`src/sv/fsts_pkg.sv`:
```
// Shared constants, command type and airtime table of the flood slot time-sync core.
`timescale 1ns / 1ps
package fsts_pkg;

    // Averaging window and low/high tick ratio; both are powers of two
    localparam int SYNC_WINDOW = 16;
    localparam int TICK_RATIO  = 128;
    localparam longint CPU_HZ  = 4194304;
    localparam longint AIRTIME_DIV = 31250;

    localparam int SYNC_SHIFT = $clog2(SYNC_WINDOW);
    localparam int TICK_SHIFT = $clog2(TICK_RATIO);

    localparam int PKT_LEN_W   = 7;
    localparam int PKT_LEN_NUM = 2 ** PKT_LEN_W;
    localparam int AIRTIME_W   =
        $clog2(((longint'(PKT_LEN_NUM - 1) * CPU_HZ) / AIRTIME_DIV) + 1);
    localparam int OPND_W      = ((AIRTIME_W > 16) ? AIRTIME_W : 16) + 1;

    localparam int MODE_W = 2;
    localparam logic [MODE_W-1:0] MODE_SESSION = 2'd0;
    localparam logic [MODE_W-1:0] MODE_SAMPLE  = 2'd1;
    localparam logic [MODE_W-1:0] MODE_REFREQ  = 2'd2;

    typedef logic [AIRTIME_W-1:0] t_air_table [PKT_LEN_NUM];

    // Airtime in high-rate ticks for every packet length byte
    function automatic t_air_table f_air_table();
        t_air_table tbl;
        for (int i = 0; i < PKT_LEN_NUM; i++) begin
            tbl[i] = AIRTIME_W'((longint'(i) * CPU_HZ) / AIRTIME_DIV);
        end
        return tbl;
    endfunction

    localparam t_air_table AIRTIME_TABLE = f_air_table();

    typedef struct packed {
        logic load;
        logic smp_sum;
        logic smp_est;
        logic smp_acc;
        logic smp_win;
        logic ref_ops;
        logic ref_mul;
        logic ref_add;
        logic ref_fin;
        logic ref_clr;
        logic publish;
    } t_dp_cmd;

endpackage

```
`src/sv/fsts_ctrl.sv`:
```
// Sequencing state machine of the flood slot time-sync core.
`timescale 1ns / 1ps
module fsts_ctrl (
    input  logic                          i_clk,
    input  logic                          i_rst_n,
    input  logic                          i_in_valid,
    output logic                          o_in_stall,
    input  logic [fsts_pkg::MODE_W-1:0]   i_mode,
    output logic                          o_out_valid,
    input  logic                          i_out_stall,
    output fsts_pkg::t_dp_cmd             o_cmd
);
    import fsts_pkg::*;

    localparam logic [3:0] ST_IDLE = 4'd0;
    localparam logic [3:0] ST_SUM  = 4'd1;
    localparam logic [3:0] ST_EST  = 4'd2;
    localparam logic [3:0] ST_ACC  = 4'd3;
    localparam logic [3:0] ST_WIN  = 4'd4;
    localparam logic [3:0] ST_OPS  = 4'd5;
    localparam logic [3:0] ST_MUL  = 4'd6;
    localparam logic [3:0] ST_ADD  = 4'd7;
    localparam logic [3:0] ST_REF  = 4'd8;
    localparam logic [3:0] ST_CLR  = 4'd9;
    localparam logic [3:0] ST_DONE = 4'd10;

    logic [3:0] r_state, n_state;
    logic       r_out_valid, n_out_valid;
    logic       accept;
    logic       out_free;

    assign o_in_stall  = (r_state != ST_IDLE);
    assign o_out_valid = r_out_valid;
    assign accept      = i_in_valid && !o_in_stall;
    assign out_free    = !r_out_valid || !i_out_stall;

    always_comb begin
        n_state = r_state;
        o_cmd   = '0;
        case (r_state)
            ST_IDLE: begin
                if (accept) begin
                    o_cmd.load = 1'b1;
                    case (i_mode)
                        MODE_SESSION: n_state = ST_CLR;
                        MODE_SAMPLE:  n_state = ST_SUM;
                        MODE_REFREQ:  n_state = ST_OPS;
                        default:      n_state = ST_DONE;
                    endcase
                end
            end
            ST_SUM: begin
                o_cmd.smp_sum = 1'b1;
                n_state = ST_EST;
            end
            ST_EST: begin
                o_cmd.smp_est = 1'b1;
                n_state = ST_ACC;
            end
            ST_ACC: begin
                o_cmd.smp_acc = 1'b1;
                n_state = ST_WIN;
            end
            ST_WIN: begin
                o_cmd.smp_win = 1'b1;
                n_state = ST_DONE;
            end
            ST_OPS: begin
                o_cmd.ref_ops = 1'b1;
                n_state = ST_MUL;
            end
            ST_MUL: begin
                o_cmd.ref_mul = 1'b1;
                n_state = ST_ADD;
            end
            ST_ADD: begin
                o_cmd.ref_add = 1'b1;
                n_state = ST_REF;
            end
            ST_REF: begin
                o_cmd.ref_fin = 1'b1;
                n_state = ST_DONE;
            end
            ST_CLR: begin
                o_cmd.ref_clr = 1'b1;
                n_state = ST_DONE;
            end
            ST_DONE: begin
                if (out_free) begin
                    o_cmd.publish = 1'b1;
                    n_state = ST_IDLE;
                end
            end
            default: n_state = ST_IDLE;
        endcase
    end

    always_comb begin
        n_out_valid = r_out_valid;
        if (o_cmd.publish) begin
            n_out_valid = 1'b1;
        end else if (r_out_valid && !i_out_stall) begin
            n_out_valid = 1'b0;
        end
    end

    always_ff @(posedge i_clk) begin
        if (!i_rst_n) begin
            r_state     <= ST_IDLE;
            r_out_valid <= 1'b0;
        end else begin
            r_state     <= n_state;
            r_out_valid <= n_out_valid;
        end
    end

    a_accept_busy: assert property (@(posedge i_clk) disable iff (!i_rst_n)
        accept |=> o_in_stall)
        else $error("input taken but controller did not leave idle");

    a_publish_free: assert property (@(posedge i_clk) disable iff (!i_rst_n)
        o_cmd.publish |=> o_out_valid)
        else $error("result published but output not valid");

    a_one_cmd: assert property (@(posedge i_clk) disable iff (!i_rst_n)
        $onehot0(o_cmd))
        else $error("more than one datapath command in a cycle");

endmodule

```
`src/sv/fsts_datapath.sv`:
```
// Timestamp arithmetic, estimate averaging and reference registers of the time-sync core.
`timescale 1ns / 1ps
module fsts_datapath (
    input  logic                            i_clk,
    input  logic                            i_rst_n,
    input  fsts_pkg::t_dp_cmd               i_cmd,
    input  logic                            i_cfg_we,
    input  logic [fsts_pkg::PKT_LEN_W-1:0]  i_cfg_data,
    input  logic [7:0]                      i_receive_count,
    input  logic [7:0]                      i_relay_count,
    input  logic [7:0]                      i_last_sent_relay,
    input  logic [15:0]                     i_rx_start_time,
    input  logic [15:0]                     i_prev_rx_stop_time,
    input  logic [15:0]                     i_tx_start_time,
    input  logic [15:0]                     i_tx_stop_time,
    input  logic [15:0]                     i_rx_stop_time,
    input  logic [15:0]                     i_capture_high,
    input  logic [15:0]                     i_capture_low,
    output logic [15:0]                     o_slot_estimate,
    output logic                            o_slot_updated,
    output logic [15:0]                     o_reference_low,
    output logic [6:0]                      o_reference_offset,
    output logic                            o_reference_valid
);
    import fsts_pkg::*;

    // Latched transfer fields
    logic [7:0]  r_rcv, r_relay, r_last;
    logic [15:0] r_rxs, r_prs, r_txs, r_txe, r_rxe, r_caph, r_capl;

    logic [AIRTIME_W-1:0] r_airtime;

    // Working registers
    logic [17:0]       r_sum;
    logic [15:0]       r_est;
    logic              r_smp_ok;
    logic              r_ref_ok;
    logic [OPND_W-1:0] r_opnd;
    logic [15:0]       r_cap_diff;
    logic [31:0]       r_prod;
    logic [31:0]       r_d;
    logic              r_updated;

    // Architectural state
    logic [15:0] r_slot_est;
    logic [31:0] r_slot_sum;
    logic [7:0]  r_window;
    logic [15:0] r_ref_low;
    logic [6:0]  r_ref_offset;
    logic        r_ref_done;

    // Published result
    logic [15:0] r_o_slot;
    logic        r_o_upd;
    logic [15:0] r_o_low;
    logic [6:0]  r_o_off;
    logic        r_o_valid;

    logic [15:0]           d0, d1, d2, d3;
    logic [31:0]           relay_m1;
    logic [TICK_SHIFT-1:0] d_frac;
    logic [TICK_SHIFT-1:0] off_full;

    assign d0 = r_txs - r_prs;
    assign d1 = r_txe - r_txs;
    assign d2 = r_rxs - r_txe;
    assign d3 = r_rxe - r_rxs;
    assign relay_m1 = {24'd0, r_relay} - 32'd1;
    assign d_frac   = r_d[TICK_SHIFT-1:0];
    assign off_full = TICK_SHIFT'(TICK_RATIO - 1) - d_frac;

    always_ff @(posedge i_clk) begin
        if (i_cmd.load) begin
            r_rcv   <= i_receive_count;
            r_relay <= i_relay_count;
            r_last  <= i_last_sent_relay;
            r_rxs   <= i_rx_start_time;
            r_prs   <= i_prev_rx_stop_time;
            r_txs   <= i_tx_start_time;
            r_txe   <= i_tx_stop_time;
            r_rxe   <= i_rx_stop_time;
            r_caph  <= i_capture_high;
            r_capl  <= i_capture_low;
        end
        if (i_cmd.smp_sum) begin
            r_sum <= 18'(d0) + 18'(d1) + 18'(d2) + 18'(d3);
        end
        if (i_cmd.smp_est) begin
            r_est <= 16'(r_sum[17:1]) - 16'(r_airtime);
        end
        if (i_cmd.ref_ops) begin
            r_opnd     <= OPND_W'(r_slot_est) + OPND_W'(r_airtime);
            r_cap_diff <= r_caph - r_rxs;
        end
        if (i_cmd.ref_mul) begin
            r_prod <= 32'(relay_m1 * 32'(r_opnd));
        end
        if (i_cmd.ref_add) begin
            r_d <= r_prod + 32'(r_cap_diff);
        end
        if (i_cmd.publish) begin
            r_o_slot <= r_slot_est;
            r_o_upd  <= r_updated;
            r_o_low  <= r_ref_low;
            r_o_off  <= r_ref_offset;
            r_o_valid <= r_ref_done;
        end
    end

    always_ff @(posedge i_clk) begin
        if (!i_rst_n) begin
            r_airtime    <= '0;
            r_slot_est   <= '0;
            r_slot_sum   <= '0;
            r_window     <= '0;
            r_ref_low    <= '0;
            r_ref_offset <= '0;
            r_ref_done   <= 1'b0;
            r_updated    <= 1'b0;
            r_smp_ok     <= 1'b0;
            r_ref_ok     <= 1'b0;
        end else begin
            if (i_cfg_we) begin
                r_airtime <= AIRTIME_TABLE[i_cfg_data];
            end
            if (i_cmd.load) begin
                r_updated <= 1'b0;
            end
            if (i_cmd.smp_sum) begin
                r_smp_ok <= (r_rcv > 8'd1) &&
                            ({1'b0, r_relay} == ({1'b0, r_last} + 9'd2));
            end
            if (i_cmd.smp_acc && r_smp_ok) begin
                r_slot_sum <= r_slot_sum + 32'(r_est);
                r_window   <= r_window + 8'd1;
            end
            if (i_cmd.smp_win && r_smp_ok) begin
                if (r_window == 8'(SYNC_WINDOW)) begin
                    r_slot_est <= 16'(r_slot_sum >> SYNC_SHIFT);
                    r_slot_sum <= r_slot_sum >> 1;
                    r_window   <= r_window >> 1;
                    r_updated  <= 1'b1;
                end else if (r_window == 8'd1) begin
                    r_slot_est <= r_est;
                    r_updated  <= 1'b1;
                end
            end
            if (i_cmd.ref_ops) begin
                r_ref_ok <= (r_slot_est != 16'd0) && !r_ref_done;
            end
            if (i_cmd.ref_fin && r_ref_ok) begin
                r_ref_low    <= r_capl - 16'(32'd1 + (r_d >> TICK_SHIFT));
                r_ref_offset <= 7'(off_full);
                r_ref_done   <= 1'b1;
            end
            if (i_cmd.ref_clr) begin
                r_ref_done <= 1'b0;
            end
        end
    end

    assign o_slot_estimate    = r_o_slot;
    assign o_slot_updated     = r_o_upd;
    assign o_reference_low    = r_o_low;
    assign o_reference_offset = r_o_off;
    assign o_reference_valid  = r_o_valid;

    // The count reaches the full window in the accumulate step and is halved in the window step
    a_window_bound: assert property (@(posedge i_clk) disable iff (!i_rst_n)
        r_window <= 8'(SYNC_WINDOW))
        else $error("window count left its range");

    a_ref_rise: assert property (@(posedge i_clk) disable iff (!i_rst_n)
        $rose(r_ref_done) |-> $past(i_cmd.ref_fin))
        else $error("reference set outside reference step");

    a_publish_copy: assert property (@(posedge i_clk) disable iff (!i_rst_n)
        i_cmd.publish |=> (r_o_slot == $past(r_slot_est)) &&
                          (r_o_valid == $past(r_ref_done)))
        else $error("published result does not match state");

endmodule

```
`src/sv/flood_slot_time_sync.sv`:
```
// Top level of the flood slot time-sync core: controller plus datapath.
`timescale 1ns / 1ps
//
// Channel  Direction  Handshake                 Payload
// in       into core  i_in_valid / o_in_stall   i_mode .. i_capture_low
// out      from core  o_out_valid / i_out_stall o_slot_estimate .. o_reference_valid
// cfg      into core  i_cfg_we                  i_cfg_data (packet length byte)
//
// One item at a time: the input stays stalled from each transfer until the
// controller has published its result and is back in idle.
// The sample path is sum, estimate, accumulate, window; the reference path is
// operand, multiply (32 x 17), add, reference - one register stage each.
// Reset (i_rst_n low, synchronous) clears all estimator and reference state.
// A finished result waits in the output register while the next item is
// transferred; if an older result still waits there, hold the controller in its
// last step and stall the input until the older result is transferred.
//
module flood_slot_time_sync (
    input  logic        i_clk,
    input  logic        i_rst_n,
    // Input channel
    input  logic        i_in_valid,
    output logic        o_in_stall,
    input  logic [1:0]  i_mode,
    input  logic [7:0]  i_receive_count,
    input  logic [7:0]  i_relay_count,
    input  logic [7:0]  i_last_sent_relay,
    input  logic [15:0] i_rx_start_time,
    input  logic [15:0] i_prev_rx_stop_time,
    input  logic [15:0] i_tx_start_time,
    input  logic [15:0] i_tx_stop_time,
    input  logic [15:0] i_rx_stop_time,
    input  logic [15:0] i_capture_high,
    input  logic [15:0] i_capture_low,
    // Output channel
    output logic        o_out_valid,
    input  logic        i_out_stall,
    output logic [15:0] o_slot_estimate,
    output logic        o_slot_updated,
    output logic [15:0] o_reference_low,
    output logic [6:0]  o_reference_offset,
    output logic        o_reference_valid,
    // Configuration: packet length byte for the airtime term
    input  logic        i_cfg_we,
    input  logic [6:0]  i_cfg_data
);
    import fsts_pkg::*;

    t_dp_cmd cmd;

    // Sequence the steps of each transfer
    fsts_ctrl u_ctrl (
        .i_clk       (i_clk),
        .i_rst_n     (i_rst_n),
        .i_in_valid  (i_in_valid),
        .o_in_stall  (o_in_stall),
        .i_mode      (i_mode),
        .o_out_valid (o_out_valid),
        .i_out_stall (i_out_stall),
        .o_cmd       (cmd)
    );

    // Hold the fields, the estimator state and the result register
    fsts_datapath u_datapath (
        .i_clk               (i_clk),
        .i_rst_n             (i_rst_n),
        .i_cmd               (cmd),
        .i_cfg_we            (i_cfg_we),
        .i_cfg_data          (i_cfg_data),
        .i_receive_count     (i_receive_count),
        .i_relay_count       (i_relay_count),
        .i_last_sent_relay   (i_last_sent_relay),
        .i_rx_start_time     (i_rx_start_time),
        .i_prev_rx_stop_time (i_prev_rx_stop_time),
        .i_tx_start_time     (i_tx_start_time),
        .i_tx_stop_time      (i_tx_stop_time),
        .i_rx_stop_time      (i_rx_stop_time),
        .i_capture_high      (i_capture_high),
        .i_capture_low       (i_capture_low),
        .o_slot_estimate     (o_slot_estimate),
        .o_slot_updated      (o_slot_updated),
        .o_reference_low     (o_reference_low),
        .o_reference_offset  (o_reference_offset),
        .o_reference_valid   (o_reference_valid)
    );

endmodule
```
`config.mk`:
```
export PLATFORM = sky130hd
export DESIGN_NAME = flood_slot_time_sync
export DESIGN_NICKNAME = d
export VERILOG_FILES = /design/src/sv/fsts_pkg.sv /design/src/sv/fsts_ctrl.sv /design/src/sv/fsts_datapath.sv /design/src/sv/flood_slot_time_sync.sv
export SDC_FILE = /design/constraint.sdc
export NUM_CORES = 1
export LEC_CHECK = 0
export ABC_AREA = 0
export BUFFER_PORTS_ARGS = -buffer_cell sky130_fd_sc_hd__buf_2
export CORE_UTILIZATION = 45
export DETAILED_ROUTE_END_ITERATION = 12
export PLACE_DENSITY = 0.62
export SYNTH_ARGS = -nofsm -noshare
export SYNTH_HDL_FRONTEND = slang
export SYNTH_SLANG_ARGS = --single-unit
```
`constraint.sdc`:
```
create_clock -name i_clk -period 18.05 [get_ports i_clk]
set_clock_uncertainty 0.2 [all_clocks]
set_input_delay 1.805 -clock i_clk [delete_from_list [all_inputs] [get_ports i_clk]]
set_output_delay 1.805 -clock i_clk [all_outputs]
set_load 0.01 [all_outputs]
```
==> out/metrics.yaml, run 1 <==
outcome:
  status: "complete, no violations"
grt:
  grt_pass1_wl_mm: 112.4
  grt_pass1_vias: 22020
  grt_overflow: 0
  gr-usage-all-layers_pct: 20.78
  grt_antenna_before_repair: 2
  grt_max_degree: 81
sta:
  slew_violations: 0
  whs_ns: 0.2128
  fmax_ghz: 0.1282
  finalWorstSetupSlack_ns: 10.25
  max-slew-margin-rel_pct: 16.94
  rsz0062_at_grt: "false"
  hold_violations: 0
  tns_ns: 0
  setup_violations: 0
  final.min_clock_period_ns: 7.801
  period_share_pct: 43.22
  worst_pin_slew_ns: 1.240
setup_path:
  critPathKind: "flip-flop to flip-flop"
  crit_path_end_kind: "flip-flop"
  path_cells: "buf_4, inv_1, ha_1, nor3b_1, nand2_1, nor3_1, buf_4, nand2_1, inv_1, fa_1, inv_1, fa_1, inv_1, fa_1, fa_1, fa_1, inv_1, fa_1, inv_1, ha_1, a21oi_1, a21oi_1, or2_0, a311o_1"
  cp_slowest_cell: "fa_1"
  startpoint_type: "flip-flop"
  cp.arrival_ns: 7.92
  slowest_delay_ns: 0.78
  critPathMaxFanout: 18
  cp.required_ns: 18.17
floorplanning:
  rows: 93
  die_width_um: 259.3
  start_util_pct: 45.86
  num_io_pins: 193
  die_area_um2: 67210
  core_area_um2: 64930
  die_h_um: 259.3
min_path:
  hold_class: "flip-flop to flip-flop"
routing:
  drt_pass1_iterations: 6
  antenna_left: 0
  post-route-drc-count: 0
  wire_per_inst_um: 17.02
  viasPerCell: 5.380
  wl_mm: 69.10
  drt-initial-drc-count: 1571
  vias: 21850
finish:
  final_core_util_pct: 50.96
  layout_commonest_cell: "inv_1"
  n_antenna_cell: 0
  drive_gt1_share_pct: 9.482
  final_cell_mix: "inv_1, edfxtp_1, ha_1"
  syn_to_final_growth_pct: 11.10
  nets: 3765
placement:
  port_buffers: 191
  post-place-ws_ns: 10.25
  dp_hpwl_mm: 53.46
  gp_congestion: 0.8921
flow_run:
  maxCapViolations: 0
synthesis:
  synth_area_per_cell_um2: 9.874
  syn-num-nets: 3610
  synthDistinctLibCells: 79
  ys_warn_count: 0
  ys.flop_type: "edfxtp_1"
  syn_area_um2: 29780
  async_reset_ff_share_pct: 0
  synth-edff-count: 287
  netlist.area_leader.share_pct: 28.94
  ys_seq_area_share_pct: 35.86
  synth_area_leader_cell: "edfxtp_1"
  synthCells: 3016
  synth.area.top_cells: "edfxtp_1, fa_1, ha_1, dfxtp_1, inv_1"
  ys_ff_latch: 390
clocking:
  clk_latency_ns: 0.58
  cts_buffer_depth: 3
  clockRootBuffer: "clkbuf_16"
  postCtsSetupBuffers: 0
  cts_tree: "built"
  postCtsHoldBufs: 0
  cts_resized: 0
  cts.sinks: 390
  cts.clk_slew.worst_paths_ns: 0.06
  cts_max_level: 2
  cts_buffers: 44
[layout make-up]
type	count	area, um2
fillers	5902	31840
multi-input cells	2121	17240
flip-flops and latches	390	10680
inverters	402	1514
clock buffers	53	1156
repair buffers	212	1114
well taps	855	1070
clock inverters	28	314.1
[Yosys cell counts, types with 17 or more instances]
| master | count |
|---|---|
| a211oi_1 | 61 |
| clkbuf_1 | 90 |
| o21a_1 | 24 |
| nand2_1 | 237 |
| or3_1 | 19 |
| nor2b_1 | 67 |
| o31ai_1 | 22 |
| mux2i_1 | 29 |
| inv_1 | 400 |
| dfxtp_1 | 103 |
| a21o_1 | 41 |
| nor3_1 | 45 |
| ha_1 | 249 |
| nor2_1 | 188 |
| fa_1 | 195 |
| xnor2_1 | 135 |
| edfxtp_1 | 287 |
| and3_1 | 18 |
| o21ai_0 | 89 |
| a21oi_1 | 187 |
| and2_1 | 50 |
| nand3_1 | 59 |
| a31oi_1 | 29 |
| nand2b_1 | 53 |
| nand4_1 | 17 |
| o211ai_1 | 21 |
| xor2_1 | 82 |
| o21ai_1 | 48 |
[critical path, delay by kind of cell, from the launching register on]
family / cells / cell delay (ns)
AND/OR/NAND/NOR: 5 / 0.74
flip-flops: 1 / 0.32
AO/OA/AOI/OAI: 3 / 0.81
adder cells (fa/ha/maj): 8 / 4.20
buffers and inverters: 8 / 1.26
[sequential cells by signal, indices dropped and copies added, names as in the netlist, 17 cells and up]
signal / count
u_datapath.r_slot_sum: 32
u_datapath.r_d: 23
u_datapath.r_prod: 23
u_datapath.r_opnd: 17
[routing by layer]
| metal | vias up | wire length [um] | global-route usage (%) |
|---|---|---|---|
| met1 | 10360 | 32280 | 28.72 |
| met3 | 97 | 3793 | 3.095 |
| met4 | 0 | 1543 | 5.752 |
| met5 | - | 0 | 0 |
| met2 | 647 | 31480 | 33.91 |
| li1 | 10740 | - | - |
[kinds of logic (layout without fill, tap and decap cells)]
logic type      Yosys count  after routing  share of synthesized area [%]
xor+xnor                217            217                          6.382
mux                      34             34                          1.315
fa+ha+maj               446            446                          23.64
compound gates          635            635                          13.68
flops                   390            390                          35.86
simple gates            789            789                          12.76
buf+inv                 505            695                          6.369
[metrics by stage]
| stage | std cells | area [um2] |
|---|---|---|
| floorplan | 3016 | 29780 |
| detailed placement | 3980 | 31620 |
| global placement | 3980 | 31620 |
| CTS | 4061 | 33090 |
| global route | 4061 | 33090 |
| finish | 4061 | 33090 |
[path summary, 6_finish.rpt]
kind                                       startpoint                         end  slack (ns)  cells past startpoint
worst min-delay path                u_datapath.r_d[5]  u_datapath.r_ref_offset[5]        0.21                      1
worst max-delay path            u_datapath.r_relay[0]       u_datapath.r_prod[21]       10.25                     24
worst max register to register  u_datapath.r_relay[0]       u_datapath.r_prod[21]       10.25                     24
worst min register to register      u_datapath.r_d[5]  u_datapath.r_ref_offset[5]        0.21                      1
Power of run 1 is left out: the tool's default activity adds up to more than one toggle a clock period on the data nets, which glitch-free logic cannot reach.
==> run 2, diff against run 1 <==
- clock period: 18.05 -> 7.9 ns (I/O delays scaled with it)
==> run 2 against run 1 <==
Non-clock buffer count increased by 5. Utilization grew 0.19 points. Count of clock-buffer cells in the layout is 1 higher. Hold slack worse by 0.039 ns. Cell count increased by 0.22%.
==> out/metrics.yaml, run 2 (synthesis gave the netlist of run 1 again) <==
outcome:
  status: "complete, no violations"
clocking:
  clockRootBuffer: "clkbuf_16"
  cts_tree: "built"
  cts_buffers: 45
  clk_latency_ns: 0.59
  postCtsHoldBufs: 0
  cts_max_level: 2
  cts.sinks: 390
  postCtsSetupBuffers: 0
  cts_buffer_depth: 3
  cts.clk_slew.worst_paths_ns: 0.06
finish:
  largest-register: "u_datapath.r_slot_sum"
  final_core_util_pct: 51.14
  top_regs: "u_datapath.r_slot_sum x32, u_datapath.r_d x23, u_datapath.r_prod x23"
  largest_reg_flops: 32
  fin_area_um2: 33210
  nFillCells: 5935
  nets: 3771
  layout_commonest_cell: "inv_1"
  drive_gt1_share_pct: 9.708
  syn_to_final_growth_pct: 11.50
  final_cell_mix: "inv_1, edfxtp_1, ha_1"
setup_path:
  critPathMaxFanout: 15
  cp.arrival_ns: 7.53
  crit_path_end_kind: "flip-flop"
  crit_start: "u_datapath.r_relay[0]"
  cp_slowest_cell: "fa_1"
  path_cells: "inv_1, ha_1, nor3b_2, nand2_1, nor3_1, buf_4, nand2_1, inv_1, fa_1, inv_1, fa_1, inv_1, fa_1, fa_1, fa_1, inv_1, fa_1, inv_1, ha_1, and3_1, nand2_1, a21oi_1, or2_0, a311o_1"
  critical_path.top_delay_family: "adder cells"
  crit_buf_inv: 7
  slowest_delay_ns: 0.77
  regToRegStartpoint: "u_datapath.r_relay[0]"
  critPathKind: "flip-flop to flip-flop"
  cp.required_ns: 8.01
  startpoint_type: "flip-flop"
grt:
  grt_antenna_before_repair: 1
  grt_overflow: 0
  grt_pass1_wl_mm: 112.3
  grt_max_degree: 87
  grt_pass1_vias: 21850
  gr-usage-all-layers_pct: 20.76
min_path:
  min-delay-start: "i_rx_start_time[2]"
  hold_class: "input pin to flip-flop"
floorplanning:
  start_util_pct: 45.86
  die_h_um: 259.3
  num_io_pins: 193
  die_width_um: 259.3
  die_area_um2: 67210
  rows: 93
  core_area_um2: 64930
sta:
  max-slew-margin-rel_pct: 24.68
  setup_violations: 0
  hold_violations: 0
  whs_ns: 0.1742
  rsz0062_at_grt: "false"
  tns_ns: 0
  worst_pin_slew_ns: 1.125
  final.min_clock_period_ns: 7.413
  fmax_ghz: 0.1349
  slew_violations: 0
  period_share_pct: 93.84
placement:
  gp_congestion: 0.8934
  port_buffers: 191
  place_area_um2: 31650
  dp_hpwl_mm: 54.12
routing:
  antenna_left: 0
  wire_per_inst_um: 17.12
  viasPerCell: 5.351
  post-route-drc-count: 0
  vias: 21780
  drt_pass1_iterations: 8
  drt-initial-drc-count: 1348
  wl_mm: 69.69
flow_run:
  maxCapViolations: 0
## run 2: changes by cell type in the layout (fill, tap and decap cells not counted), sizes merged
cell and delta:
diode +1, clkinvlp +1, clkinv +1, clkbuf +1, buf +5
## run 2: final timing paths
| check | to | slack (ns) | depth (start not counted) |
|---|---|---|---|
| worst max-delay path | u_datapath.r_prod[21] | 0.49 | 24 |
| worst min-delay path | u_datapath.r_rxs[2] | 0.17 | 1 |
| worst max register to register | u_datapath.r_prod[21] | 0.49 | 24 |
| worst min register to register | u_datapath.r_ref_offset[2] | 0.22 | 1 |
## run 2: repair_timing
item                                    4_1_cts  5_1_grt
hold endpoints to repair                      0        0
endpoints found under the setup margin        0        2
gates resized for setup                       0        2
## run 2: per-stage QoR
stage	std cells	setup slack [ns]
CTS	4069	0.2814
global route	4070	0.1117
finish	4070	0.4869
detailed placement	3985	0.3203
global placement	3985	0.4640
floorplan	3016	0.4493
## run 2: layer usage
layer | up-vias | global-route usage, % | routed length [um]
met2 | 540 | 33.61 | 31540
li1 | 10740 | - | -
met5 | - | 0 | 0
met3 | 96 | 2.382 | 3505
met1 | 10400 | 29.44 | 33210
met4 | 0 | 5.654 | 1431
## run 2: area by class of cell
class	instances	area [um2]	share of cell area (%)
Tap cell	855	1070	3.222
Clock inverter	30	317.8	0.9571
Clock buffer	54	1224	3.685
Timing Repair Buffer	217	1151	3.467
Multi-Input combinational cell	2121	17250	51.94
Sequential cell	390	10680	32.16
Inverter	402	1514	4.559
Antenna cell	1	2.502	0.007536
Power of run 2 is left out for the same reason.
